===== src/rtl/assert_macros.svh =====
// Assertion macros for the RTL modules of the scheduler.
// Each macro expects clk and rst_n (synchronous, active low) in scope.
`ifndef ASSERT_MACROS_SVH
`define ASSERT_MACROS_SVH

// Check a condition at every clock edge outside reset.
`define ASSERT_ALWAYS(label, cond, msg) \
  label: assert property (@(posedge clk) disable iff (!rst_n) (cond)) else $error(msg);

// Check a consequent in the same cycle as its antecedent.
`define ASSERT_IMPLY(label, ante, cons, msg) \
  label: assert property (@(posedge clk) disable iff (!rst_n) (ante) |-> (cons)) \
    else $error(msg);

// Check a consequent in the cycle after its antecedent.
`define ASSERT_NEXT(label, ante, cons, msg) \
  label: assert property (@(posedge clk) disable iff (!rst_n) (ante) |=> (cons)) \
    else $error(msg);

`endif


===== src/rtl/pts_pkg.sv =====
// Package for the priority task scheduler: operation codes, task run states
// and sequencer states. No dependencies.
package pts_pkg;

  // Operation codes carried by an input item
  typedef enum logic [2:0] {
    OP_CREATE   = 3'd0,
    OP_DELAY    = 3'd1,
    OP_SUSPEND  = 3'd2,
    OP_ACTIVATE = 3'd3,
    OP_TICK     = 3'd4
  } op_t;

  // Run state of one task entry
  typedef enum logic [1:0] {
    RS_READY     = 2'd0,
    RS_RUNNING   = 2'd1,
    RS_WAITING   = 2'd2,
    RS_SUSPENDED = 2'd3
  } run_st_t;

  // Sequencer states
  typedef enum logic [2:0] {
    S_IDLE,
    S_APPLY,
    S_SCAN,
    S_PICK,
    S_DONE
  } state_t;

endpackage


===== src/rtl/pts_in_if.sv =====
// Input channel of the priority task scheduler: valid/ready plus one
// operation item. Depends on nothing.
interface pts_in_if;
  logic        valid;
  logic        ready;
  logic [2:0]  op;
  logic [2:0]  task_index;
  logic [7:0]  task_priority;
  logic [31:0] delay_ticks;
  logic        auto_start;

  modport source (output valid, op, task_index, task_priority, delay_ticks, auto_start,
                  input ready);
  modport sink   (input valid, op, task_index, task_priority, delay_ticks, auto_start,
                  output ready);
endinterface


===== src/rtl/pts_out_if.sv =====
// Result channel of the priority task scheduler: valid/ready plus one
// result item. Depends on nothing.
interface pts_out_if;
  logic        valid;
  logic        ready;
  logic [2:0]  running_task;
  logic        switched;
  logic [2:0]  new_handle;
  logic        create_failed;
  logic [31:0] tick_count;
  logic [3:0]  tasks_in_use;

  modport source (output valid, running_task, switched, new_handle, create_failed,
                  tick_count, tasks_in_use, input ready);
  modport sink   (input valid, running_task, switched, new_handle, create_failed,
                  tick_count, tasks_in_use, output ready);
endinterface


===== src/rtl/priority_task_scheduler_unit.sv =====
// Priority task scheduler: a table of up to MAX_TASKS tasks with one shared
// scan unit that applies tick countdowns and picks the task to run. Create and
// an unused op code go from apply straight to done. Delay, suspend, activate
// and tick also scan the table and pick a task: the scan unit visits one table
// entry per cycle through a single read port per table, scores the last entry
// in the cycle after its read and then sees the scan run dry.
// A finished result waits in an output register, so the next item is taken
// while the result is still unclaimed. Depends on pts_pkg, pts_in_if,
// pts_out_if and assert_macros.svh.
`include "assert_macros.svh"

module priority_task_scheduler_unit import pts_pkg::*; #(
  parameter int MAX_TASKS  = 8,
  parameter int TICK_WIDTH = 32
) (
  input  logic clk,
  input  logic rst_n,
  pts_in_if.sink    in_ch,
  pts_out_if.source out_ch
);

  localparam int IDX_W = $clog2(MAX_TASKS);
  localparam int CNT_W = $clog2(MAX_TASKS + 1);

  // Sequencer and architectural state
  state_t                  state_r, state_nxt;
  logic [CNT_W-1:0]        total_r, total_nxt;
  logic [IDX_W-1:0]        cur_r, cur_nxt;
  logic [TICK_WIDTH-1:0]   gticks_r, gticks_nxt;
  logic [CNT_W-1:0]        scan_r, scan_nxt;
  logic                    ev_vld_r, ev_vld_nxt;
  logic                    out_valid_r, out_valid_nxt;

  // Captured item fields
  logic [2:0]              op_r, op_nxt;
  logic [2:0]              idx_r, idx_nxt;
  logic [7:0]              prio_r, prio_nxt;
  logic [TICK_WIDTH-1:0]   dly_r, dly_nxt;
  logic                    auto_r, auto_nxt;

  // Scan and dispatch working registers
  logic [IDX_W-1:0]        ev_idx_r, ev_idx_nxt;
  logic [7:0]              top_r, top_nxt;
  logic [IDX_W-1:0]        best_r, best_nxt;
  logic                    sw_r, sw_nxt;
  logic [IDX_W-1:0]        handle_r, handle_nxt;
  logic                    failed_r, failed_nxt;

  // Result register
  logic [2:0]              o_run_r, o_run_nxt;
  logic                    o_sw_r, o_sw_nxt;
  logic [2:0]              o_handle_r, o_handle_nxt;
  logic                    o_failed_r, o_failed_nxt;
  logic [31:0]             o_ticks_r, o_ticks_nxt;
  logic [3:0]              o_total_r, o_total_nxt;

  // Task table memories
  logic [7:0]              prio_mem [MAX_TASKS];
  run_st_t                 st_mem   [MAX_TASKS];
  logic [TICK_WIDTH-1:0]   wt_mem   [MAX_TASKS];
  logic [7:0]              pr_q_r;
  run_st_t                 st_q_r;
  logic [TICK_WIDTH-1:0]   wt_q_r;

  logic [IDX_W-1:0]        rd_addr;
  logic                    pr_we;
  logic                    st_we;
  logic [IDX_W-1:0]        st_waddr;
  run_st_t                 st_wdata;
  logic                    wt_we;
  logic [IDX_W-1:0]        wt_waddr;
  logic [TICK_WIDTH-1:0]   wt_wdata;

  // Shared scan unit signals
  logic                    issue;
  run_st_t                 ev_st;
  logic [TICK_WIDTH-1:0]   wt_dec;

  // Width adapters between item fields and internal widths
  logic [63:0]             dly_ext;
  logic [63:0]             idx_ext;
  logic [63:0]             total_ext;
  logic [63:0]             cur_ext;
  logic [63:0]             gticks_ext;
  logic [63:0]             handle_ext;

  assign dly_ext    = 64'(in_ch.delay_ticks);
  assign idx_ext    = 64'(idx_r);
  assign total_ext  = 64'(total_r);
  assign cur_ext    = 64'(cur_r);
  assign gticks_ext = 64'(gticks_r);
  assign handle_ext = 64'(handle_r);

  assign rd_addr = scan_r[IDX_W-1:0];
  assign wt_dec  = wt_q_r - TICK_WIDTH'(1);

  // Handshake ports
  assign in_ch.ready          = (state_r == S_IDLE);
  assign out_ch.valid         = out_valid_r;
  assign out_ch.running_task  = o_run_r;
  assign out_ch.switched      = o_sw_r;
  assign out_ch.new_handle    = o_handle_r;
  assign out_ch.create_failed = o_failed_r;
  assign out_ch.tick_count    = o_ticks_r;
  assign out_ch.tasks_in_use  = o_total_r;

  // Next state, table writes and scan unit
  always_comb begin
    state_nxt     = state_r;
    total_nxt     = total_r;
    cur_nxt       = cur_r;
    gticks_nxt    = gticks_r;
    scan_nxt      = scan_r;
    ev_vld_nxt    = ev_vld_r;
    out_valid_nxt = out_valid_r;
    op_nxt        = op_r;
    idx_nxt       = idx_r;
    prio_nxt      = prio_r;
    dly_nxt       = dly_r;
    auto_nxt      = auto_r;
    ev_idx_nxt    = ev_idx_r;
    top_nxt       = top_r;
    best_nxt      = best_r;
    sw_nxt        = sw_r;
    handle_nxt    = handle_r;
    failed_nxt    = failed_r;
    o_run_nxt     = o_run_r;
    o_sw_nxt      = o_sw_r;
    o_handle_nxt  = o_handle_r;
    o_failed_nxt  = o_failed_r;
    o_ticks_nxt   = o_ticks_r;
    o_total_nxt   = o_total_r;
    pr_we         = 1'b0;
    st_we         = 1'b0;
    st_waddr      = cur_r;
    st_wdata      = RS_READY;
    wt_we         = 1'b0;
    wt_waddr      = cur_r;
    wt_wdata      = dly_r;
    issue         = 1'b0;
    ev_st         = st_q_r;

    // Drop the result once taken
    if (out_valid_r && out_ch.ready) begin
      out_valid_nxt = 1'b0;
    end

    unique case (state_r)
      S_IDLE: begin
        if (in_ch.valid) begin
          op_nxt    = in_ch.op;
          idx_nxt   = in_ch.task_index;
          prio_nxt  = in_ch.task_priority;
          dly_nxt   = dly_ext[TICK_WIDTH-1:0];
          auto_nxt  = in_ch.auto_start;
          state_nxt = S_APPLY;
        end
      end

      S_APPLY: begin
        sw_nxt     = 1'b0;
        handle_nxt = '0;
        failed_nxt = 1'b0;
        scan_nxt   = '0;
        ev_vld_nxt = 1'b0;
        top_nxt    = '0;
        best_nxt   = '0;
        state_nxt  = S_SCAN;
        unique case (op_r)
          OP_CREATE: begin
            state_nxt = S_DONE;
            if (total_r >= CNT_W'(MAX_TASKS)) begin
              failed_nxt = 1'b1;
            end else begin
              handle_nxt = total_r[IDX_W-1:0];
              pr_we      = 1'b1;
              st_we      = 1'b1;
              st_waddr   = total_r[IDX_W-1:0];
              st_wdata   = auto_r ? RS_READY : RS_SUSPENDED;
              wt_we      = 1'b1;
              wt_waddr   = total_r[IDX_W-1:0];
              wt_wdata   = '0;
              total_nxt  = total_r + CNT_W'(1);
            end
          end
          OP_DELAY: begin
            st_we    = 1'b1;
            st_wdata = RS_WAITING;
            wt_we    = 1'b1;
          end
          OP_SUSPEND: begin
            st_we    = 1'b1;
            st_wdata = RS_SUSPENDED;
          end
          OP_ACTIVATE: begin
            if (idx_ext < total_ext) begin
              st_we    = 1'b1;
              st_waddr = idx_ext[IDX_W-1:0];
              st_wdata = RS_READY;
            end
          end
          OP_TICK: begin
            gticks_nxt = gticks_r + TICK_WIDTH'(1);
          end
          default: begin
            state_nxt = S_DONE;
          end
        endcase
      end

      S_SCAN: begin
        // Issue one read per cycle, evaluate the entry read last cycle
        issue      = (scan_r < total_r);
        ev_vld_nxt = issue;
        ev_idx_nxt = rd_addr;
        if (issue) begin
          scan_nxt = scan_r + CNT_W'(1);
        end
        if (ev_vld_r) begin
          if (op_r == OP_TICK && st_q_r == RS_WAITING) begin
            wt_we    = 1'b1;
            wt_waddr = ev_idx_r;
            wt_wdata = wt_dec;
            if (wt_dec == '0) begin
              ev_st    = RS_RUNNING;
              st_we    = 1'b1;
              st_waddr = ev_idx_r;
              st_wdata = RS_RUNNING;
            end
          end
          // Ties go to the higher index
          if ((ev_st == RS_READY || ev_st == RS_RUNNING) && pr_q_r >= top_r) begin
            top_nxt  = pr_q_r;
            best_nxt = ev_idx_r;
          end
        end
        if (!issue && !ev_vld_r) begin
          state_nxt = S_PICK;
        end
      end

      S_PICK: begin
        if (best_r != cur_r) begin
          cur_nxt  = best_r;
          sw_nxt   = 1'b1;
          st_we    = 1'b1;
          st_waddr = best_r;
          st_wdata = RS_RUNNING;
        end
        state_nxt = S_DONE;
      end

      S_DONE: begin
        // Hold until the result register is free
        if (!out_valid_r || out_ch.ready) begin
          o_run_nxt     = cur_ext[2:0];
          o_sw_nxt      = sw_r;
          o_handle_nxt  = handle_ext[2:0];
          o_failed_nxt  = failed_r;
          o_ticks_nxt   = gticks_ext[31:0];
          o_total_nxt   = total_ext[3:0];
          out_valid_nxt = 1'b1;
          state_nxt     = S_IDLE;
        end
      end

      default: begin
        state_nxt = S_IDLE;
      end
    endcase
  end

  // Control registers
  always_ff @(posedge clk) begin
    if (!rst_n) begin
      state_r     <= S_IDLE;
      total_r     <= '0;
      cur_r       <= '0;
      gticks_r    <= '0;
      scan_r      <= '0;
      ev_vld_r    <= 1'b0;
      out_valid_r <= 1'b0;
    end else begin
      state_r     <= state_nxt;
      total_r     <= total_nxt;
      cur_r       <= cur_nxt;
      gticks_r    <= gticks_nxt;
      scan_r      <= scan_nxt;
      ev_vld_r    <= ev_vld_nxt;
      out_valid_r <= out_valid_nxt;
    end
  end

  // Payload registers
  always_ff @(posedge clk) begin
    op_r       <= op_nxt;
    idx_r      <= idx_nxt;
    prio_r     <= prio_nxt;
    dly_r      <= dly_nxt;
    auto_r     <= auto_nxt;
    ev_idx_r   <= ev_idx_nxt;
    top_r      <= top_nxt;
    best_r     <= best_nxt;
    sw_r       <= sw_nxt;
    handle_r   <= handle_nxt;
    failed_r   <= failed_nxt;
    o_run_r    <= o_run_nxt;
    o_sw_r     <= o_sw_nxt;
    o_handle_r <= o_handle_nxt;
    o_failed_r <= o_failed_nxt;
    o_ticks_r  <= o_ticks_nxt;
    o_total_r  <= o_total_nxt;
  end

  // Task table: one write and one registered read per memory
  always_ff @(posedge clk) begin
    if (pr_we) begin
      prio_mem[total_r[IDX_W-1:0]] <= prio_r;
    end
    pr_q_r <= prio_mem[rd_addr];
  end

  always_ff @(posedge clk) begin
    if (st_we) begin
      st_mem[st_waddr] <= st_wdata;
    end
    st_q_r <= st_mem[rd_addr];
  end

  always_ff @(posedge clk) begin
    if (wt_we) begin
      wt_mem[wt_waddr] <= wt_wdata;
    end
    wt_q_r <= wt_mem[rd_addr];
  end

  // Assertions
  `ASSERT_ALWAYS(a_total_bound, total_r <= CNT_W'(MAX_TASKS), "task count above table size")
  `ASSERT_IMPLY(a_cur_in_use, cur_r != '0, cur_ext < total_ext, "current task not in use")
  `ASSERT_IMPLY(a_scan_bound, state_r == S_SCAN, scan_r <= total_r, "scan beyond task count")
  `ASSERT_NEXT(a_accept_apply, in_ch.valid && in_ch.ready, state_r == S_APPLY, "item not applied")
  `ASSERT_NEXT(a_total_hold, state_r == S_APPLY && op_r != OP_CREATE,
               total_r == $past(total_r), "task count changed without create")

endmodule

===== src/flat_wrapper.sv =====
// flat-port wrapper written by rule: the top's interface ports become plain ports
module priority_task_scheduler_unit_flat import pts_pkg::*;
#(
  parameter int MAX_TASKS  = 8,
  parameter int TICK_WIDTH = 32
)
  (clk, rst_n, in_ch_valid, in_ch_op, in_ch_task_index, in_ch_task_priority, in_ch_delay_ticks, in_ch_auto_start, in_ch_ready, out_ch_valid, out_ch_running_task, out_ch_switched, out_ch_new_handle, out_ch_create_failed, out_ch_tick_count, out_ch_tasks_in_use, out_ch_ready);
  pts_in_if in_ch_i ();
  pts_out_if out_ch_i ();
  input  logic clk;
  input  logic rst_n;
  input wire logic [$bits(in_ch_i.valid)-1:0] in_ch_valid;
  input wire logic [$bits(in_ch_i.op)-1:0] in_ch_op;
  input wire logic [$bits(in_ch_i.task_index)-1:0] in_ch_task_index;
  input wire logic [$bits(in_ch_i.task_priority)-1:0] in_ch_task_priority;
  input wire logic [$bits(in_ch_i.delay_ticks)-1:0] in_ch_delay_ticks;
  input wire logic [$bits(in_ch_i.auto_start)-1:0] in_ch_auto_start;
  output wire logic [$bits(in_ch_i.ready)-1:0] in_ch_ready;
  output wire logic [$bits(out_ch_i.valid)-1:0] out_ch_valid;
  output wire logic [$bits(out_ch_i.running_task)-1:0] out_ch_running_task;
  output wire logic [$bits(out_ch_i.switched)-1:0] out_ch_switched;
  output wire logic [$bits(out_ch_i.new_handle)-1:0] out_ch_new_handle;
  output wire logic [$bits(out_ch_i.create_failed)-1:0] out_ch_create_failed;
  output wire logic [$bits(out_ch_i.tick_count)-1:0] out_ch_tick_count;
  output wire logic [$bits(out_ch_i.tasks_in_use)-1:0] out_ch_tasks_in_use;
  input wire logic [$bits(out_ch_i.ready)-1:0] out_ch_ready;
  assign in_ch_i.valid = in_ch_valid;
  assign in_ch_i.op = in_ch_op;
  assign in_ch_i.task_index = in_ch_task_index;
  assign in_ch_i.task_priority = in_ch_task_priority;
  assign in_ch_i.delay_ticks = in_ch_delay_ticks;
  assign in_ch_i.auto_start = in_ch_auto_start;
  assign in_ch_ready = in_ch_i.ready;
  assign out_ch_valid = out_ch_i.valid;
  assign out_ch_running_task = out_ch_i.running_task;
  assign out_ch_switched = out_ch_i.switched;
  assign out_ch_new_handle = out_ch_i.new_handle;
  assign out_ch_create_failed = out_ch_i.create_failed;
  assign out_ch_tick_count = out_ch_i.tick_count;
  assign out_ch_tasks_in_use = out_ch_i.tasks_in_use;
  assign out_ch_i.ready = out_ch_ready;
  priority_task_scheduler_unit #(.MAX_TASKS(MAX_TASKS), .TICK_WIDTH(TICK_WIDTH)) u_core (.clk(clk), .rst_n(rst_n), .in_ch(in_ch_i), .out_ch(out_ch_i));
endmodule

===== config.mk =====
export PLATFORM = sky130hd
export DESIGN_NAME = priority_task_scheduler_unit_flat
export DESIGN_NICKNAME = d
export VERILOG_FILES = /design/src/rtl/pts_pkg.sv /design/src/rtl/pts_in_if.sv /design/src/rtl/pts_out_if.sv /design/src/rtl/priority_task_scheduler_unit.sv /design/src/flat_wrapper.sv
export VERILOG_INCLUDE_DIRS = /design/src /design/src/rtl
export SDC_FILE = /design/constraint.sdc
export NUM_CORES = 1
export LEC_CHECK = 0
export BUFFER_PORTS_ARGS = -buffer_cell sky130_fd_sc_hd__buf_2
export CAP_MARGIN = 40
export CORE_MARGIN = 5
export CORE_UTILIZATION = 55
export DETAILED_ROUTE_END_ITERATION = 10
export GPL_TIMING_DRIVEN = 0
export HOLD_SLACK_MARGIN = 0.08
export PLACE_DENSITY_LB_ADDON = 0.15
export SETUP_SLACK_MARGIN = 0.4
export SLEW_MARGIN = 20
export SYNTH_ARGS = -nofsm -noshare
export SYNTH_HDL_FRONTEND = slang
export SYNTH_SLANG_ARGS = --single-unit

===== constraint.sdc =====
create_clock -name clk -period 9 [get_ports clk]
set_clock_uncertainty 0.05 [all_clocks]
set_input_delay 2.25 -clock clk [delete_from_list [all_inputs] [get_ports clk]]
set_output_delay 2.25 -clock clk [all_outputs]
set_load 0.02 [all_outputs]

## After elaboration in Yosys (flattened, before gate mapping)

Memories as Yosys holds them, arrays and structs flattened. A register that Yosys moved wholly into a read port is not among the register bits.
Index checks and enable logic that the tools add are counted.

| word-level totals | value |
|---|---|
| flip-flop bits (word level) | 158 |
| bits in writable memories | 336 |
| input port bits | 51 |
| output and inout port bits | 46 |
| word-level logic and storage cells | 150 |
| memories | 3 |

Memory list:

| memory | words | width | rd ports | clocked after Yosys merged registers in | wr ports | RTL line | RTL |
|---|---|---|---|---|---|---|---|
| u_core.wt_mem | 8 | 32 | 1 | 1 | 1 | priority_task_scheduler_unit.sv:60 | `logic [TICK_WIDTH-1:0] wt_mem [MAX_TASKS];` |
| u_core.prio_mem | 8 | 8 | 1 | 1 | 1 | priority_task_scheduler_unit.sv:58 | `logic [7:0] prio_mem [MAX_TASKS];` |
| u_core.st_mem | 8 | 2 | 1 | 1 | 1 | priority_task_scheduler_unit.sv:59 | `run_st_t st_mem [MAX_TASKS];` |

| operators by class | value |
|---|---|
| $add $sub $neg | 4 |
| $lt $le $gt $ge | 4 |
| equal/unequal tests | 18 |
| mux-type cells | 69 |
| bitwise gates (word level) | 2 |
| reduce and logical (&&, ||, !) cells | 26 |

Operator list:

| cell | count |
|---|---|
| $mux 32 | 4 |
| $pmux 32 s2 | 1 |
| $mux 3 | 15 |
| $add 32x1->32 const B | 1 |
| $logic_not 32->1 | 1 |
| $sub 32x1->32 const B | 1 |
| $mux 1 | 23 |
| $pmux 3 s2 | 3 |
| $mux 2 | 8 |
| $mux 8 | 2 |
| $pmux 8 s2 | 1 |
| $pmux 3 s5 | 1 |
| $eq 3x2->1 const B | 4 |
| $ne 2x1->1 const B | 6 |
| $pmux 2 s3 | 2 |
| $reduce_and 2->1 | 5 |
| $pmux 3 s3 | 1 |
| $reduce_and 3->1 | 3 |
| $add 4x1->4 const B | 2 |
| $ge 8x8->1 | 1 |
| $pmux 1 s2 | 4 |
| $pmux 4 s2 | 1 |
| $eq 3x1->1 const B | 2 |
| $eq 3x3->1 const B | 2 |
| 18 further kinds | 29 |

## Depth between registers and ports, before layout

| logic depth | value |
|---|---|
| word-level depth | 12 |
| depth in mapped cells | 13 |
| gate-level depth less buffers | 11 |

## Worst setup path before layout

Ideal clock, no wire load.

| timing path | value |
|---|---|
| path kind | input to register |
| start | input out_ch_ready |
| end | register u_core.o_failed_r, in the netlist u_core.out_ch.create_failed, enable pin |
| setup time | 0.555 ns |
| arrival time | 6.502 ns |
| required time | 8.395 ns |
| path slack | 1.893 ns |
| stages | 2 |
| buffers on the path | 0 |
| cell sequence | nor2b_1 nor4_1 |

| on the way | value |
|---|---|
| cells in the longest elaborated chain, start to end | 2 |

RTL lines:

| what | RTL line | RTL |
|---|---|---|
| start, declared | flat_wrapper.sv:26 | `input wire logic [$bits(out_ch_i.ready)-1:0] out_ch_ready;` |
| $logic_or 1x1->1 | priority_task_scheduler_unit.sv:255 | `if (!out_valid_r \|\| out_ch.ready) begin` |
| $reduce_and 2->1 (no line) | n/a |  |
| end signal, assigned | priority_task_scheduler_unit.sv:310 | `o_failed_r <= o_failed_nxt;` |
| end, declared | priority_task_scheduler_unit.sv:53 | `logic o_failed_r, o_failed_nxt;` |

Every way passes these cells.
A chain may end at the register's enable or synchronous reset.

## Final worst setup path

| timing path | value |
|---|---|
| start | register u_core.wt_q_r[7], read port of u_core.wt_mem |
| end | memory u_core.st_mem[3][0] in the netlist's numbering, enable pin |

| on the way | value |
|---|---|
| cells in the longest elaborated chain, start to end | 8 |
| elaborated cells on any way between the ends | 12 |
| those cells by class | add/sub (1); mux (10); reduce/logical (1) |

RTL lines:

| what | RTL line | RTL |
|---|---|---|
| start, declared | priority_task_scheduler_unit.sv:63 | `logic [TICK_WIDTH-1:0] wt_q_r;` |
| $sub 32x1->32 (*) | priority_task_scheduler_unit.sv:95 | `assign wt_dec = wt_q_r - TICK_WIDTH'(1);` |
| $logic_not 32->1 (*) | priority_task_scheduler_unit.sv:224 | `if (wt_dec == '0) begin` |
| $mux 1 | priority_task_scheduler_unit.sv:224 |  |
| $mux 1 | priority_task_scheduler_unit.sv:220 | `if (op_r == OP_TICK && st_q_r == RS_WAITING) begin` |
| $mux 1 | priority_task_scheduler_unit.sv:219 | `if (ev_vld_r) begin` |
| $pmux 1 s3 | priority_task_scheduler_unit.sv:148 | `unique case (state_r)` |
| $mux 1 | priority_task_scheduler_unit.sv:324 | `if (st_we) begin` |
| $mux 1 (not written as such) | priority_task_scheduler_unit.sv:325 | `st_mem[st_waddr] <= st_wdata;` |
| end, declared | priority_task_scheduler_unit.sv:59 |  |

Mark *: on every way between the ends. The rest lies on a longest branch, timed or not.

==> flow_summary.json <==
{
  "run_status": "finished, final reports clean",
  "cp.arrival_ns": 4.87,
  "rsz0062_at_grt": "false",
  "postRouteAntennaNets": 0,
  "ys_types": 66,
  "cts_buffer_depth": 3,
  "post-cts-setup-buffers": 0,
  "ctsResizeCount": 0,
  "min_period_ns": 4.67,
  "ys_seq_elements": 536,
  "endpoint_kind": "flip-flop",
  "stdcell_area_um2": 24900,
  "p_leak_nw": 8.38,
  "synth_edf_count": 446,
  "drive_gt1_share_pct": 25.1,
  "numPortBuffers": 95,
  "core-area_um2": 38500,
  "wl_per_cell_um": 22.8,
  "worst_pin_slew_ns": 0.925,
  "worstPathMaxFanout": 10,
  "synth_top_cell_area_share_pct": 62.9,
  "hold_buffers": 0,
  "grt_pass1_wl_um": 71400,
  "io-pin-count": 97,
  "dr.first_iter.drc_count": 980,
  "critPathRequiredTime_ns": 9.19,
  "cts_tree": "yes",
  "cts_sinks": 536,
  "power_density_nw_per_um2": 218,
  "area_growth_pct": 17.0,
  "syn-num-nets": 1364,
  "die_x_um": 207,
  "slew_viol_final": 0,
  "fmaxAchievable_mhz": 214,
  "grt_pass1_vias": 11900,
  "clk_pin_slew_ns": 0.06,
  "yosysWarnings": 0,
  "cts-root-buf": "clkbuf_16",
  "firstDrtPassIters": 5,
  "hold_depth": 0,
  "routed_wl_um": 46900,
  "min_path_type": "flip-flop to flip-flop",
  "cap_viol_max_count": 0,
  "grtUsageTotal_pct": 22.3,
  "layout.nets": 1568,
  "place_inst": 1945,
  "ff2ff_path_depth": 10,
  "grt_max_degree": 35,
  "drc": 0,
  "htree_levels": 2,
  "irDropWorstVdd_v": 0.000169,
  "setup_violations": 0,
  "finalHoldViolCount": 0,
  "vias_per_cell": 5.79,
  "seq_area_frac_synth_pct": 71.3,
  "tns_ns": 0,
  "postSynthAreaPerCell_um2": 16.5,
  "fp.dieH_um": 207,
  "dieArea_um2": 42800,
  "clkLatencyLatePin_ns": 0.59,
  "synth_area_um2": 21300,
  "finalCritPeriodShare_pct": 51.9,
  "yosysMostFrequentCell": "edfxtp_1",
  "synthTopCellsByCount": "edfxtp_1, dfxtp_1, mux4_2, nand2_1, nor2_1",
  "fin_cells": 2062,
  "antenna_found_initial": 0,
  "async_flop_share_pct": 0,
  "grt.overflow.total": 0,
  "diodes": 0,
  "synth-main-ff-cell": "edfxtp_1",
  "whs_ns": 0.372,
  "cts_buffers": 54,
  "initial_core_util_pct": 55.4,
  "netlist_instances": 1294,
  "max-slew-margin-rel_pct": 38.0,
  "crit_path_start_kind": "flip-flop",
  "gp_congestion": 0.905,
  "yosys-top-cells-area": "edfxtp_1, mux4_2, dfxtp_1",
  "synth_top_area_cell": "edfxtp_1",
  "utilization_pct": 64.8,
  "placedInstanceArea_um2": 23000,
  "crit_type": "flip-flop to flip-flop",
  "num_vias": 11900,
  "dpl.hpwl_um": 32200,
  "num_rows": 72
}
metal layers:
| layer | routed length [um] | vias up | track usage, % |
|---|---|---|---|
| li1 | - | 5421 | - |
| met1 | 19800 | 6033 | 31.8 |
| met2 | 22900 | 416 | 35.7 |
| met3 | 2980 | 79 | 4.01 |
| met4 | 1160 | 0 | 7.20 |
| met5 | 0 | - | 0 |
kinds of logic after synthesis:
logic type / share of synthesized area (%)
multiplexers: 11.2
buffers and inverters: 1.70
adder cells (fa/ha/maj): 1.12
AND/OR/NAND/NOR: 8.63
XOR/XNOR: 2.43
AO/OA/AOI/OAI: 3.63
flip-flops: 71.3
where the power goes:
group	switching (mW)	total, mW	internal [mW]
clock network	0.906	2.33	1.42
registers	0.0430	2.83	2.79
logic	0.183	0.283	0.0996
stage by stage:
step	power (mW)	setup slack [ns]
4_1_cts	5.47	4.42
3_5_place_dp	3.16	4.43
5_1_grt	5.63	4.14
2_1_floorplan	3.04	1.89
3_3_place_gp	3.14	0.00480
6_report	5.44	4.33
path summary, 6_finish.rpt:
check                      from                     endpoint  slack (ns)
max            u_core.wt_q_r[7]          u_core.st_mem[3][0]        4.33
min reg2reg  u_core.handle_r[0]  u_core.out_ch.new_handle[0]        0.37
max reg2reg    u_core.wt_q_r[7]          u_core.st_mem[3][0]        4.33
min          u_core.handle_r[0]  u_core.out_ch.new_handle[0]        0.37
area by class of cell:
type                       instances  area, um^2
buffer                            62         254
clock buffer                      79        1590
clock inverter                    23         288
fill                            2729       13500
inverter                          29         109
multi-input combinational        667        5830
sequential                       536       15200
tap                              518         648
timing repair buffer             148        1020
registers in the layout, indices dropped and copies added (netlist names), 16 cells and up:
register,flops
u_core.dly_r,32
u_core.gticks_r,32
u_core.out_ch.tick_count,32
u_core.prio_mem,64
u_core.st_mem,16
u_core.wt_mem,256
u_core.wt_q_r,32
worst max-delay path, cell delays in order (launching register included):
cell	delay (ns)
dfxtp_1	0.31
clkbuf_1	0.22
nor4_2	0.42
nand4_1	0.49
o41ai_1	0.63
o31ai_1	0.13
or4_1	0.57
nor4_4	0.54
a2111oi_1	0.14
a311o_1	0.40
nor3b_1	0.41
cell usage in the layout (no fill, tap or decap), drive strengths merged, types with 7 or more instances in the layout:
cell type  netlist  layout
a21boi          10      10
a21o            10      10
a21oi           15      15
and2            35      35
and3            19      19
buf             18     166
bufinv           0       7
clkbuf          44     123
clkinv           1      15
dfxtp           90      90
edfxtp         446     446
ha              19      19
inv             28      28
mux2            42      42
mux4            84      84
nand2           71      71
nand2b          14      14
nand3           47      47
nand4           13      13
nor2            52      52
nor2b           12      12
nor3            21      21
nor4            18      18
o211ai           8       8
o21ai           43      43
o31ai            7       7
or3             10      10
or4              9       9
xnor2           43      43
xor2            16      16
Note: power is estimated with default switching activity, not from simulation.
